## config.mk

```make
export PLATFORM = sky130hd
export DESIGN_NAME = axl_front
export DESIGN_NICKNAME = d
export VERILOG_FILES = /design/src/rtl/core/axl_pkg.sv /design/src/rtl/core/axl_front.sv
export SDC_FILE = /design/constraint.sdc
export NUM_CORES = 1
export LEC_CHECK = 0
export BUFFER_PORTS_ARGS = -buffer_cell sky130_fd_sc_hd__buf_2
export CORE_MARGIN = 5
export CORE_UTILIZATION = 49
export DETAILED_ROUTE_END_ITERATION = 10
export GPL_TIMING_DRIVEN = 1
export PLACE_DENSITY_LB_ADDON = 0.05
export SETUP_SLACK_MARGIN = 0.02
export SKIP_LAST_GASP = 1
export SYNTH_ARGS = -nofsm -noshare
export SYNTH_HDL_FRONTEND = slang
export SYNTH_SLANG_ARGS = --single-unit
```

## constraint.sdc

```tcl
create_clock -name vclk -period 9.86
set_input_delay 0.493 -clock vclk [all_inputs]
set_output_delay 0.493 -clock vclk [all_outputs]
set_load 0.01 [all_outputs]
```

## src/rtl/core/axl_pkg.sv

```systemverilog
// Shared types, constants and helpers of the axis-angle rotation matrix block.
`timescale 1ns / 1ps
package axl_pkg;

	localparam int SQRT_STEPS   = 30;
	localparam int CORDIC_STEPS = 30;
	localparam int QUOT_BITS    = 18;

	localparam logic signed [35:0] PI_Q30      = 36'sd3373259426;
	localparam logic signed [35:0] TWO_PI_Q30  = 36'sd6746518852;
	localparam logic signed [35:0] HALF_PI_Q30 = 36'sd1686629713;
	localparam logic signed [33:0] K_Q30       = 34'sd652032874;
	localparam logic signed [15:0] ONE_Q14     = 16'sd16384;
	localparam logic signed [15:0] ZERO_Q14    = 16'sd0;

	// One queued word: raw axis, reduced angle, its quadrant fold and the zero-axis flag.
	typedef struct packed {
		logic signed [15:0] ax;
		logic signed [15:0] ay;
		logic signed [15:0] az;
		logic signed [31:0] th;
		logic               neg;
		logic               zero;
	} axl_item_t;

	// Queue control between front and back.
	typedef struct packed {
		logic push;
		logic pop;
		logic full;
		logic empty;
	} axl_qctl_t;

	function automatic logic [31:0] atan_q30(input logic [4:0] idx);
		logic [31:0] v;
		case (idx)
			5'd0:  v = 32'h3243F6A8;
			5'd1:  v = 32'h1DAC6705;
			5'd2:  v = 32'h0FADBAFC;
			5'd3:  v = 32'h07F56EA6;
			5'd4:  v = 32'h03FEAB76;
			5'd5:  v = 32'h01FFD55B;
			5'd6:  v = 32'h00FFFAAA;
			5'd7:  v = 32'h007FFF55;
			5'd8:  v = 32'h003FFFEA;
			5'd9:  v = 32'h001FFFFD;
			5'd10: v = 32'h000FFFFF;
			5'd11: v = 32'h0007FFFF;
			5'd12: v = 32'h0003FFFF;
			5'd13: v = 32'h0001FFFF;
			5'd14: v = 32'h0000FFFF;
			5'd15: v = 32'h00007FFF;
			5'd16: v = 32'h00003FFF;
			5'd17: v = 32'h00001FFF;
			5'd18: v = 32'h00000FFF;
			5'd19: v = 32'h000007FF;
			5'd20: v = 32'h000003FF;
			5'd21: v = 32'h000001FF;
			5'd22: v = 32'h000000FF;
			5'd23: v = 32'h0000007F;
			5'd24: v = 32'h0000003F;
			5'd25: v = 32'h0000001F;
			5'd26: v = 32'h0000000F;
			5'd27: v = 32'h00000008;
			5'd28: v = 32'h00000004;
			5'd29: v = 32'h00000002;
			default: v = 32'h00000000;
		endcase
		return v;
	endfunction

	// Round a Q.48 sum to Q.14 (half up, floor shift) and clamp to 16 bits.
	function automatic logic signed [15:0] round_sat(input logic signed [59:0] acc);
		logic signed [59:0] r;
		r = (acc + (60'sd1 <<< 33)) >>> 34;
		if (r > 60'sd32767)
			return 16'sd32767;
		if (r < -60'sd32768)
			return -16'sd32768;
		return r[15:0];
	endfunction

endpackage

```

## src/rtl/core/axl_front.sv

```systemverilog
// Front end: take a word, flag a zero axis and fold the angle into [-pi/2, pi/2].
`timescale 1ns / 1ps
module axl_front (
	input  logic                  start,
	input  logic                  full,
	input  logic signed [15:0]    axis_x,
	input  logic signed [15:0]    axis_y,
	input  logic signed [15:0]    axis_z,
	input  logic signed [15:0]    angle,
	output logic                  push,
	output axl_pkg::axl_item_t    item
);
	import axl_pkg::*;

	logic signed [35:0] th0;
	logic signed [35:0] th1;
	logic signed [35:0] th2;
	logic               neg;

	always_comb begin
		th0 = 36'(angle) <<< 18;
		if (th0 > PI_Q30)
			th1 = th0 - TWO_PI_Q30;
		else if (th0 < -PI_Q30)
			th1 = th0 + TWO_PI_Q30;
		else
			th1 = th0;
		// fold outer half-turns onto the CORDIC range and negate later
		if (th1 > HALF_PI_Q30) begin
			th2 = th1 - PI_Q30;
			neg = 1'b1;
		end else if (th1 < -HALF_PI_Q30) begin
			th2 = th1 + PI_Q30;
			neg = 1'b1;
		end else begin
			th2 = th1;
			neg = 1'b0;
		end
	end

	assign push      = start && !full;
	assign item.ax   = axis_x;
	assign item.ay   = axis_y;
	assign item.az   = axis_z;
	assign item.th   = th2[31:0];
	assign item.neg  = neg;
	assign item.zero = (axis_x == 16'sd0) && (axis_y == 16'sd0) && (axis_z == 16'sd0);

endmodule

```

## After elaboration in Yosys (flattened, before gate mapping)

Cells that the tools add are included.

| word-level totals | value |
|---|---|
| RAM bits | 0 |
| bits in registers | 0 |
| logic and storage cells | 21 |
| latch bits | 0 |
| ROM bits | 0 |
| output and inout bits | 83 |
| memories | 0 |

| operators by class | value |
|---|---|
| bitwise operators | 0 |
| mux-type cells | 6 |
| $mul | 0 |
| divide/modulo/power cells | 0 |
| shift-type cells | 0 |
| $add $sub $neg | 4 |
| reduce and logical (&&, ||, !) cells | 7 |
| eq/ne operators | 0 |
| order comparisons | 4 |

Operators with widths:

| kind | count |
|---|---|
| two-way mux 36 bit | 2 |
| two-way mux 32 bit | 2 |
| logical NOT 16 bit | 3 |
| > comparator 36 x 32 -> 1 bit, second input constant | 1 |
| < comparator 36 x 32 -> 1 bit, second input constant | 1 |
| adder 34 x 34 -> 35 bit, second input constant | 1 |
| subtractor 34 x 34 -> 35 bit, second input constant | 1 |
| > comparator 34 x 33 -> 1 bit, second input constant | 1 |
| < comparator 34 x 33 -> 1 bit, second input constant | 1 |
| adder 32 x 31 -> 32 bit, second input constant | 1 |
| subtractor 32 x 31 -> 32 bit, second input constant | 1 |
| logical AND 1 bit | 3 |
| two-way mux 1 bit | 2 |
| logical NOT 1 bit | 1 |

## Depth between registers and ports, before layout

| depth | value |
|---|---|
| depth in word-level cells | 6 |
| mapped depth | 18 |

## Worst setup path after synthesis

Ideal clock, no wire load.

| path | value |
|---|---|
| path kind | input-to-output |
| start point | input port angle[0] |
| end point | output port item[11] (netlist name) |
| path buffers | 4 |
| stages on the path | 16 |
| data arrival time | 3.557 ns |
| setup slack | 5.810 ns |
| cell sequence | inv_1 > ha_1 > clkbuf_1 > inv_1 > a31o_2 > a21o_1 > buf_6 > o32ai_2 > xor2_1 > nand2_1 > o31ai_2 > a21oi_2 > buf_6 > xnor2_1 > o21ai_0 > buf_4 |

RTL lines:

| what | line | source |
|---|---|---|
| from (decl) | axl_front.sv:9 | `input logic signed [15:0] angle,` |
| to (decl) | axl_front.sv:11 | `output axl_pkg::axl_item_t item` |

==> out/metrics.cfg <==
[job]
max-cap-violations=0

[yosys]
synthCells=323
post_synth_and_or_nand_nor_area_fraction=0.231
synth_area_leaders=buf_4 20%, xnor2_1 7.1%, nor4_1 3.5%, a211oi_1 3.2%, nand2_1 3.2%
synth-compound-area-share=0.366
synth-xor-area-share=0.103
synthAdderAreaFrac=0.0268
synth_top_area_cell=buf_4
avgSynthCellArea_um2=7.24
ys_seq_area_frac=0
synth_top_family_by_area=compound AO/OA/AOI/OAI gates
synth_cell_type_count=73
syn_nets=394
yosysTopAreaCellShare=0.196
synthMuxAreaShare=0.00428
synth_warnings=0
synth_area_um2=2340

[final_layout]
drive_gt1_frac=0.444
syn_to_final_growth_pct=9.63
multi_input_area_um2=1710
fillers=483
nNetsFinal=465
seq_area_um2=0
fin_area_um2=2560
antennaDiodeCount=0
seq_cells=0
clkbuf_count=0

[clock_network]
post_cts_buffers=0
cts_resized=0
hold_buffers=0

[pwr]
leakagePower_nw=1.14
peakVddDrop_v=0.0000570
cellPowerDensity_nw_per_um2=85.5
design_power_total_uw=219

[route]
route.detailed.drc=0
drtAntennaViolNets=0
dr.pass1.iters=5
routed_via_density=6.03
drt_wl_total_um=7620
wire_per_inst_um=17.1
drtIter0Drc=162
vias=2690

[global_routing]
grt_overflow=0
grt_usage=0.222
met2_usage=0.440
grt-busiest-layer=met2
antenna_found_initial=0
use_met3=0.0215
grt_pass1_wl_um=11700
grt_max_degree=21
first_global_vias=2361
grt_use_met1=0.262

[hold_path]
hold_path_class=in -> out

[critical_path]
cp_max_fo=20
slowest_stage=a21oi_2
required_ns=9.37
path_class=in -> out
cpMostUsedCell=buf_2
cpPeakStageDelay_ns=0.66
worstSetupStartpointType=input pin
worst_ep_arrival_time_ns=4.29
endpoint_kind=output port
crit_chain=buf_2, nand4b_1, nor4_4, a21o_1, a2bb2oi_2, xnor2_2, a311oi_1, o31ai_2, a21oi_2, xnor2_1, o21ai_0, buf_2

[die]
die_x_um=79.1
die_area_um2=6250
fp.dieH_um=79.1
fp-row-count=25
io_pins=149
design.core.area_um2=4690
initial_core_util=0.498

[timing]
hold_viol=0
max_freq_mhz=209
finalCritPeriodShare=0.485
rsz0062_at_grt=false
period_minus_slack_ns=4.78
timing.hold.ws_ns=1.19
slew_violations=0
setup_tns_ns=0
tightestPinTransition_ns=1.10
relSlewSlack=0.269
finalSetupViolCount=0

[place]
dpl.hpwl_um=6280
gp_congestion=0.906
placed_cell_area_um2=2560
port_buffers=148

[run_status]
status=finished, final reports clean

## stage by stage
| stage | utilization | cells | worst slack [ns] |
|---|---|---|---|
| after floorplan | - | 323 | 5.81 |
| after global placement | 0.546 | 446 | 5.14 |
| after detailed placement | 0.546 | 446 | 5.13 |
| after CTS | 0.546 | 446 | 5.13 |
| after global routing | 0.546 | 446 | 4.78 |
| final | 0.546 | 446 | 5.08 |
## metal layers
layer  share of wire  vias to the layer above
li1                -                     1314
met1            0.38                     1248
met2            0.53                      126
met3           0.077                        2
met4          0.0045                        0
met5               0                        -
## cells in the mapped netlist (all sizes together) (4+ instances only)
cell type / n
nor2: 18
nor3: 10
inv: 11
nand2: 20
nand2b: 4
o22ai: 7
a311oi: 5
a211oi: 10
a2111oi: 4
xnor2: 21
nor4: 14
a32oi: 4
nand4: 7
ha: 5
nand3: 8
o21ai: 14
a21oi: 10
a31oi: 4
buf: 77
xor2: 4
a22oi: 5
## critical path, delay by kind of cell
family          cells  cell delay [ns]
xor+xnor            2             0.33
compound gates      6             2.33
simple gates        2             0.71
buf+inv             2             0.41
## cell type report
class,instances,area share
multi-input cells,233,0.669
repair buffers,148,0.289
well taps,54,0.0264
inverters,11,0.0161
## cells by family (layout without fill, tap and decap cells)
| family | after synthesis | count (layout) |
|---|---|---|
| xor+xnor | 25 | 25 |
| compound gates | 103 | 103 |
| buf+inv | 90 | 159 |
| other cells | 1 | 1 |
| fa+ha+maj | 5 | 5 |
| simple gates | 98 | 98 |
| mux | 1 | 1 |
## where the power goes
group / internal [mW] / switching (mW) / leakage (nW)
clock network: 0 / 0 / 0
logic: 0.0876 / 0.132 / 1.14
registers: 0 / 0 / 0
## placed cells by master, fill, tap and decap left out, drive strengths merged, types with 4 or more instances in the layout
| master | synthesis | final |
|---|---|---|
| a31oi | 4 | 4 |
| a2111oi | 4 | 4 |
| xor2 | 4 | 4 |
| nand3 | 8 | 8 |
| nand2b | 4 | 4 |
| a32oi | 4 | 4 |
| ha | 5 | 5 |
| buf | 77 | 148 |
| a211oi | 10 | 10 |
| nor4 | 14 | 14 |
| a21oi | 10 | 10 |
| o22ai | 7 | 7 |
| a311oi | 5 | 5 |
| inv | 11 | 11 |
| nand2 | 20 | 20 |
| nand4 | 7 | 7 |
| a22oi | 5 | 5 |
| o21ai | 14 | 14 |
| xnor2 | 21 | 21 |
| nor2 | 18 | 18 |
| nor3 | 10 | 10 |
## worst paths after layout
kind	startpoint	end	slack, ns	cells after the start
max	angle[10]	item[13]	5.08	12
min	axis_x[3]	item[69]	1.19	2
(Power assumes the default switching activity.)
