## src/rtl/core/axl_pkg.sv

```systemverilog
// Shared types, constants and helpers of the axis-angle rotation matrix block.
`timescale 1ns / 1ps
package axl_pkg;

	localparam int SQRT_STEPS   = 30;
	localparam int CORDIC_STEPS = 30;
	localparam int QUOT_BITS    = 18;

	localparam logic signed [35:0] PI_Q30      = 36'sd3373259426;
	localparam logic signed [35:0] TWO_PI_Q30  = 36'sd6746518852;
	localparam logic signed [35:0] HALF_PI_Q30 = 36'sd1686629713;
	localparam logic signed [33:0] K_Q30       = 34'sd652032874;
	localparam logic signed [15:0] ONE_Q14     = 16'sd16384;
	localparam logic signed [15:0] ZERO_Q14    = 16'sd0;

	// One queued word: raw axis, reduced angle, its quadrant fold and the zero-axis flag.
	typedef struct packed {
		logic signed [15:0] ax;
		logic signed [15:0] ay;
		logic signed [15:0] az;
		logic signed [31:0] th;
		logic               neg;
		logic               zero;
	} axl_item_t;

	// Queue control between front and back.
	typedef struct packed {
		logic push;
		logic pop;
		logic full;
		logic empty;
	} axl_qctl_t;

	function automatic logic [31:0] atan_q30(input logic [4:0] idx);
		logic [31:0] v;
		case (idx)
			5'd0:  v = 32'h3243F6A8;
			5'd1:  v = 32'h1DAC6705;
			5'd2:  v = 32'h0FADBAFC;
			5'd3:  v = 32'h07F56EA6;
			5'd4:  v = 32'h03FEAB76;
			5'd5:  v = 32'h01FFD55B;
			5'd6:  v = 32'h00FFFAAA;
			5'd7:  v = 32'h007FFF55;
			5'd8:  v = 32'h003FFFEA;
			5'd9:  v = 32'h001FFFFD;
			5'd10: v = 32'h000FFFFF;
			5'd11: v = 32'h0007FFFF;
			5'd12: v = 32'h0003FFFF;
			5'd13: v = 32'h0001FFFF;
			5'd14: v = 32'h0000FFFF;
			5'd15: v = 32'h00007FFF;
			5'd16: v = 32'h00003FFF;
			5'd17: v = 32'h00001FFF;
			5'd18: v = 32'h00000FFF;
			5'd19: v = 32'h000007FF;
			5'd20: v = 32'h000003FF;
			5'd21: v = 32'h000001FF;
			5'd22: v = 32'h000000FF;
			5'd23: v = 32'h0000007F;
			5'd24: v = 32'h0000003F;
			5'd25: v = 32'h0000001F;
			5'd26: v = 32'h0000000F;
			5'd27: v = 32'h00000008;
			5'd28: v = 32'h00000004;
			5'd29: v = 32'h00000002;
			default: v = 32'h00000000;
		endcase
		return v;
	endfunction

	// Round a Q.48 sum to Q.14 (half up, floor shift) and clamp to 16 bits.
	function automatic logic signed [15:0] round_sat(input logic signed [59:0] acc);
		logic signed [59:0] r;
		r = (acc + (60'sd1 <<< 33)) >>> 34;
		if (r > 60'sd32767)
			return 16'sd32767;
		if (r < -60'sd32768)
			return -16'sd32768;
		return r[15:0];
	endfunction

endpackage

```

## src/rtl/core/axl_queue.sv

```systemverilog
// Short queue between the front end and the compute pipeline.
`timescale 1ns / 1ps
module axl_queue #(
	parameter int DEPTH = 2
) (
	input  logic               clk,
	input  logic               arst_n,
	input  logic               push,
	input  logic               pop,
	input  axl_pkg::axl_item_t wdata,
	output axl_pkg::axl_item_t rdata,
	output logic               full,
	output logic               empty
);
	import axl_pkg::*;

	localparam int PW = (DEPTH > 1) ? $clog2(DEPTH) : 1;
	localparam int CW = $clog2(DEPTH + 1);

	axl_item_t       mem_q [0:DEPTH-1];
	logic [PW-1:0]   wptr_q;
	logic [PW-1:0]   rptr_q;
	logic [CW-1:0]   cnt_q;
	logic            do_push;
	logic            do_pop;

	assign full    = (cnt_q == CW'(DEPTH));
	assign empty   = (cnt_q == '0);
	assign do_push = push && !full;
	assign do_pop  = pop && !empty;
	assign rdata   = mem_q[rptr_q];

	always_ff @(posedge clk) begin
		if (do_push)
			mem_q[wptr_q] <= wdata;
	end

	always_ff @(posedge clk or negedge arst_n) begin
		if (!arst_n) begin
			wptr_q <= '0;
			rptr_q <= '0;
			cnt_q  <= '0;
		end else begin
			if (do_push)
				wptr_q <= (wptr_q == PW'(DEPTH - 1)) ? '0 : wptr_q + 1'b1;
			if (do_pop)
				rptr_q <= (rptr_q == PW'(DEPTH - 1)) ? '0 : rptr_q + 1'b1;
			if (do_push && !do_pop)
				cnt_q <= cnt_q + 1'b1;
			else if (do_pop && !do_push)
				cnt_q <= cnt_q - 1'b1;
		end
	end

endmodule

```

## config.mk

```make
export PLATFORM = sky130hd
export DESIGN_NAME = axl_queue
export DESIGN_NICKNAME = d
export VERILOG_FILES = /design/src/rtl/core/axl_pkg.sv /design/src/rtl/core/axl_queue.sv
export SDC_FILE = /design/constraint.sdc
export NUM_CORES = 1
export LEC_CHECK = 0
export BUFFER_PORTS_ARGS = -buffer_cell sky130_fd_sc_hd__buf_4
export CAP_MARGIN = 20
export CORE_MARGIN = 2
export CORE_UTILIZATION = 55
export DETAILED_ROUTE_END_ITERATION = 16
export HOLD_SLACK_MARGIN = 0.05
export MAX_ROUTING_LAYER = met4
export PLACE_DENSITY_LB_ADDON = 0.12
export RECOVER_POWER = 50
export SLEW_MARGIN = 0
export SYNTH_ARGS = -nofsm -noshare
export SYNTH_HDL_FRONTEND = slang
export SYNTH_SLANG_ARGS = --single-unit
```

## constraint.sdc

```tcl
create_clock -name clk -period 8.02 [get_ports clk]
set_input_delay 0.802 -clock clk [delete_from_list [all_inputs] [get_ports clk]]
set_output_delay 0.802 -clock clk [all_outputs]
set_load 0.02 [all_outputs]
```

== Word-level counts from Yosys, hierarchy flattened ==
Memory sizes are Yosys's and may differ from the RTL's.
Index checks and enable logic that the tools add are counted.

* Register bits: 4
* RAM bits: 164
* Input bits: 86
* Output and inout port bits: 84
* Word-level logic and storage cells: 25
* Memories kept: 1

{| class="wikitable"
|+ Memories
! memory !! words !! bits a word !! read ports !! clocked after memory_dff !! write ports !! RTL line !! source
|-
| mem_q || 2 || 82 || 1 || 0 || 1 || axl_queue.sv:20 || <nowiki>axl_item_t mem_q [0:DEPTH-1];</nowiki>
|}

* Add/sub/neg operators: 4
* Eq/ne operators: 1
* Multiplexer cells: 6
* Reduce and logical (&&, ||, !) cells: 10

{| class="wikitable"
|+ Operator list
! cell !! number
|-
| logical AND 1 bit || 4
|-
| logical NOT 1 bit || 4
|-
| 2-to-1 mux 1 bit || 4
|-
| 2-to-1 mux 2 bit || 2
|-
| adder 1 bit, second input constant || 2
|-
| adder 2 x 1 -> 2 bit, second input constant || 1
|-
| equality test 2 bit, second input constant || 1
|-
| logical NOT 2 bit || 1
|-
| nonzero test 2 bit || 1
|-
| subtractor 2 x 1 -> 2 bit, second input constant || 1
|}

== Depth between registers and ports, before layout ==
* Word-level depth: 7
* Gate-level depth with buffers: 7
* Gate-level depth less buffers: 7

== Worst setup path after synthesis ==
No wires, ideal clock.

* Path kind: input to register
* Start: in push
* End: mem mem_q[0][0] (netlist bit), enable pin
* Library setup time: 0.523 ns
* Data arrival time: 4.310 ns
* Data required time: 7.497 ns
* Slack: 3.187 ns
* Cell stages on the path: 2
* Path buffers: 0
* Cell sequence: nand2_1 > nor2_1

* Word-level cells in the longest chain between the ends: 3

{| class="wikitable"
|+ Ends and longest elaborated chain
! item !! RTL line !! source
|-
| from (decl) || axl_queue.sv:8 || <nowiki>input logic push,</nowiki>
|-
| logical AND 1 bit || axl_queue.sv:29 || <nowiki>assign do_push = push && !full;</nowiki>
|-
| 2-to-1 mux 1 bit || axl_queue.sv:34 || <nowiki>if (do_push)</nowiki>
|-
| 2-to-1 mux 1 bit (not written as such) || axl_queue.sv:35 || <nowiki>mem_q[wptr_q] <= wdata;</nowiki>
|-
| to (decl) || axl_queue.sv:20 ||
|}

No other way between the ends.

==> impl_table.tex <==
\begin{tabular}{lr}
\hline
Metric & Value \\
\hline
\multicolumn{2}{l}{\textbf{Clocking}} \\
\quad CTS sink cnt & 168 \\
\quad \# H-tree levels & 4 \\
\quad Largest buffer count on any clock path & 2 \\
\quad Post-cts gate resize count & 0 \\
\quad Library cell used as clock root buffer & sky130\_fd\_sc\_hd\_\_clkbuf\_16 \\
\quad Quantity of hold-fixing buffers added after cts & 0 \\
\quad Buffers inserted during post-CTS setup optimization & 0 \\
\quad CTS clk-pin slew, worst paths & 0.06 ns \\
\quad CTS Buf Count & 17 \\
\quad Clock latency on the worst-skew pair & 0.41 ns \\
\quad Clock tree from TritonCTS & yes \\
\multicolumn{2}{l}{\textbf{Yosys}} \\
\quad Post-synthesis net count & 361 \\
\quad Number of instances in the synthesized netlist & 274 \\
\quad Sequential area share after synthesis & 77.7\% \\
\quad Number of distinct standard cells referenced by the synthesized netlist & 16 \\
\quad Yosys warnings & 0 \\
\quad Post-synthesis cell area & 6460 um\^{}2 \\
\quad Synthesis-stage register bit count & 168 \\
\quad Leading cell types by total area after synthesis & sky130\_fd\_sc\_hd\_\_edfxtp\_1, sky130\_fd\_sc\_hd\_\_mux2\_4, sky130\_fd\_sc\_hd\_\_buf\_12 \\
\quad Average instance area after synthesis & 23.6 um\^{}2 \\
\quad Portion of synthesized cell area occupied by the leading cell type & 76.2\% \\
\quad Cell taking the most area after synthesis & sky130\_fd\_sc\_hd\_\_edfxtp\_1 \\
\multicolumn{2}{l}{\textbf{Setup path}} \\
\quad Cell-by-cell trace of the critical path & buf\_4 > mux2\_2 > buf\_4 \\
\quad Cell with the largest stage delay on the worst path & sky130\_fd\_sc\_hd\_\_dfrtp\_4 \\
\quad Delay of the slowest critical-path stage & 0.87 ns \\
\quad Logic depth of the worst setup path including buffers & 3 \\
\quad Critical path arrival & 2.66 ns \\
\quad Start-to-end type of the worst setup path & reg2out \\
\quad Worst setup path endpoint & rdata[53] \\
\quad RR Startpoint & cnt\_q[0] \\
\quad R2r worst-path depth & 3 \\
\quad FF-to-FF End & mem\_q[1][1] \\
\quad Worst Path Buf+Inv & 2 \\
\quad Worst path required time & 7.22 ns \\
\quad Launch point of the worst path & rptr\_q \\
\quad Critical Path Fanout Max & 46 \\
\quad Nature of the critical path startpoint & flip-flop \\
\quad Worst reg-to-reg setup slack & 5.21 ns \\
\quad Cell mode on critical path & sky130\_fd\_sc\_hd\_\_buf\_4 \\
\quad Endpoint kind of the worst setup timing path & primary output \\
\quad Family of cells with the greatest summed delay on the critical path & buffers and inverters \\
\multicolumn{2}{l}{\textbf{Flow run}} \\
\quad Reported max-cap violation count & 1 \\
\multicolumn{2}{l}{\textbf{Floorplan}} \\
\quad Total I/O pin count & 170 \\
\quad Die outline area & 12600 um\^{}2 \\
\quad Die Y & 112 um \\
\quad Initial Utilization & 56.4\% \\
\quad Std cell rows & 39 \\
\quad Core Region & 11500 um\^{}2 \\
\quad Die boundary width & 112 um \\
\multicolumn{2}{l}{\textbf{Min path}} \\
\quad Worst hold-check path type & in2async \\
\multicolumn{2}{l}{\textbf{STA}} \\
\quad Number of setup violations in the final report & 0 \\
\quad Min cycle time layout & 3.46 ns \\
\quad Worst clock skew on the final layout & 0.00781 ns \\
\quad Fraction of the cycle the final worst path needs & 43.1\% \\
\quad Count of endpoints failing hold in the final timing report & 0 \\
\quad TNS Setup & 0 ns \\
\quad Max Slew Vio Count & 40 \\
\quad Slew at the pin closest to its max-slew limit & 2.00 ns \\
\quad Max-slew headroom & -33.1\% \\
\quad RSZ-0062 raised after global routing & no \\
\quad Achievable Freq & 289 MHz \\
\multicolumn{2}{l}{\textbf{Placement}} \\
\quad HPWL after detailed placement & 7010 um \\
\quad Dpl cell area & 7830 um\^{}2 \\
\quad Count of buffers inserted at the top-level ports & 169 \\
\quad Placer's final routability congestion estimate & 0.733 \\
\multicolumn{2}{l}{\textbf{Finish}} \\
\quad Top library cells by usage in the layout, fill and taps aside & sky130\_fd\_sc\_hd\_\_edfxtp\_1, sky130\_fd\_sc\_hd\_\_buf\_4, sky130\_fd\_sc\_hd\_\_mux2\_4 \\
\quad Filler instances & 732 \\
\quad Fin area & 8280 um\^{}2 \\
\quad Total inserted antenna cells & 0 \\
\quad Layout cells sized above 1 & 56.9\% \\
\quad Most common cell after layout, fill and taps aside & sky130\_fd\_sc\_hd\_\_edfxtp\_1 \\
\quad Layout Nets & 544 \\
\quad Core occupancy in the finished layout & 72.2\% \\
\quad Growth of design area from synthesis to finish & 28.1\% \\
\multicolumn{2}{l}{\textbf{Run status}} \\
\quad Outcome & finished, violations left \\
\quad Failing checks & max-capacitance violations, max-slew violations \\
\multicolumn{2}{l}{\textbf{Pwr}} \\
\quad Switching power as a share of total power & 30.6\% \\
\quad Power per cell area & 384 nW/um\^{}2 \\
\quad Combinational group share of total power & 36.4\% \\
\quad Cell-internal power & 2.21 mW \\
\quad Net switching component of the power & 974 uW \\
\quad Sequential share of power & 41.1\% \\
\quad Leak pwr & 3.27 nW \\
\quad Peak supply drop & 0.305 mV \\
\quad Clock network fraction of total power & 22.6\% \\
\multicolumn{2}{l}{\textbf{Routing}} \\
\quad Vias per inst & 5.09 \\
\quad Routed wire length & 10800 um \\
\quad Initial DRT Pass Iterations & 5 \\
\quad Via count & 3117 \\
\quad Post-route DRC & 0 \\
\quad Final routed wire length divided by cell count & 17.6 um \\
\quad Iter 0 DRT Violations & 184 \\
\quad Count of antenna-violating nets left after detailed routing & 0 \\
\multicolumn{2}{l}{\textbf{Global route}} \\
\quad Initial antenna violation count & 0 \\
\quad First-pass GRT wire length & 16200 um \\
\quad Pin count of the biggest net entering global routing & 47 \\
\quad Via count of the first global-routing pass & 3170 \\
\quad GRT Residual Overflow & 0 \\
\quad Aggregate global-route resource usage & 18.0\% \\
\hline
\end{tabular}
sequential cells by signal, summed over array words and instances (netlist names):
name	flops
wptr_q	1
rptr_q	1
cnt_q	2
mem_q	164
power by group through the flow:
stage	sequential, mW	combinational (mW)	clock, mW
after CTS	1.31	1.18	0.735
after global routing	1.33	1.22	0.769
final	1.31	1.16	0.718
after global placement	1.32	1.15	0
after floorplan	1.28	0.870	0
after detailed placement	1.33	1.18	0
cells by family after synthesis:
group,share of synthesized area [%]
and+or+nand+nor,0.426
DFF,77.7
muxes,18.4
AOI/OAI and AO/OA,0.0774
adders and majority gates,0.194
buffers and inverters,2.54
xor gates and xnor gates,0.678
final cells by class:
cell class,instances,area [um^2],area share [%]
sequential,168,5030,60.7
inverter,2,7.51,0.0906
clock inverter,11,83.8,1.01
clock buffer,20,437,5.27
multi-input combinational,95,1270,15.4
tap,143,179,2.16
timing repair buffer,173,1270,15.3
worst min path at each step:
| stage | slack [ns] | cells after the start | start | to |
|---|---|---|---|---|
| after floorplan | 0.46 | 1 | wptr_q | wptr_q |
| after global placement | 0.50 | 1 | cnt_q[1] | cnt_q[1] |
| after detailed placement | 0.51 | 1 | cnt_q[1] | cnt_q[1] |
| after CTS | 0.16 | 1 | arst_n | rptr_q |
| after global routing | 0.21 | 1 | arst_n | rptr_q |
| final | 0.21 | 1 | arst_n | wptr_q |
metal layers:
layer	part of all wire [%]	track usage, %	up-vias	wire length (um)
li1	-	-	1452	-
met4	1.5	7.80	0	166
met2	50	27.9	107	5380
met1	41	21.6	1544	4360
met5	0	-	-	0
met3	7.9	6.37	14	845
per-stage QoR:
step | hold slack, ns | cells | setup slack (ns) | total power [mW]
final | 0.213 | 612 | 4.56 | 3.18
after detailed placement | 0.512 | 581 | 4.95 | 2.51
after floorplan | 0.461 | 274 | 3.19 | 2.15
after global routing | 0.207 | 612 | 4.41 | 3.32
after CTS | 0.158 | 612 | 4.50 | 3.23
after global placement | 0.499 | 579 | 4.98 | 2.47
worst register-to-register path: stages (launching register included):
cell                       delay [ns]
sky130_fd_sc_hd__dfrtp_1         0.44
sky130_fd_sc_hd__nand2b_1        0.18
sky130_fd_sc_hd__and3_1          1.52
sky130_fd_sc_hd__buf_16          0.32
cells in the mapped netlist:
cell and n:
sky130_fd_sc_hd__nor2_1 3, sky130_fd_sc_hd__xnor2_1 3, sky130_fd_sc_hd__nand2_1 1, sky130_fd_sc_hd__inv_1 2
sky130_fd_sc_hd__nand2b_1 1, sky130_fd_sc_hd__o21ai_0 1, sky130_fd_sc_hd__buf_12 7, sky130_fd_sc_hd__buf_6 1
sky130_fd_sc_hd__ha_1 1, sky130_fd_sc_hd__buf_2 1, sky130_fd_sc_hd__xor2_1 2, sky130_fd_sc_hd__dfrtp_1 4
sky130_fd_sc_hd__edfxtp_1 164, sky130_fd_sc_hd__mux2_4 70, sky130_fd_sc_hd__and3_1 1, sky130_fd_sc_hd__mux2_2 12
Note: power is estimated with default switching activity, not from simulation.
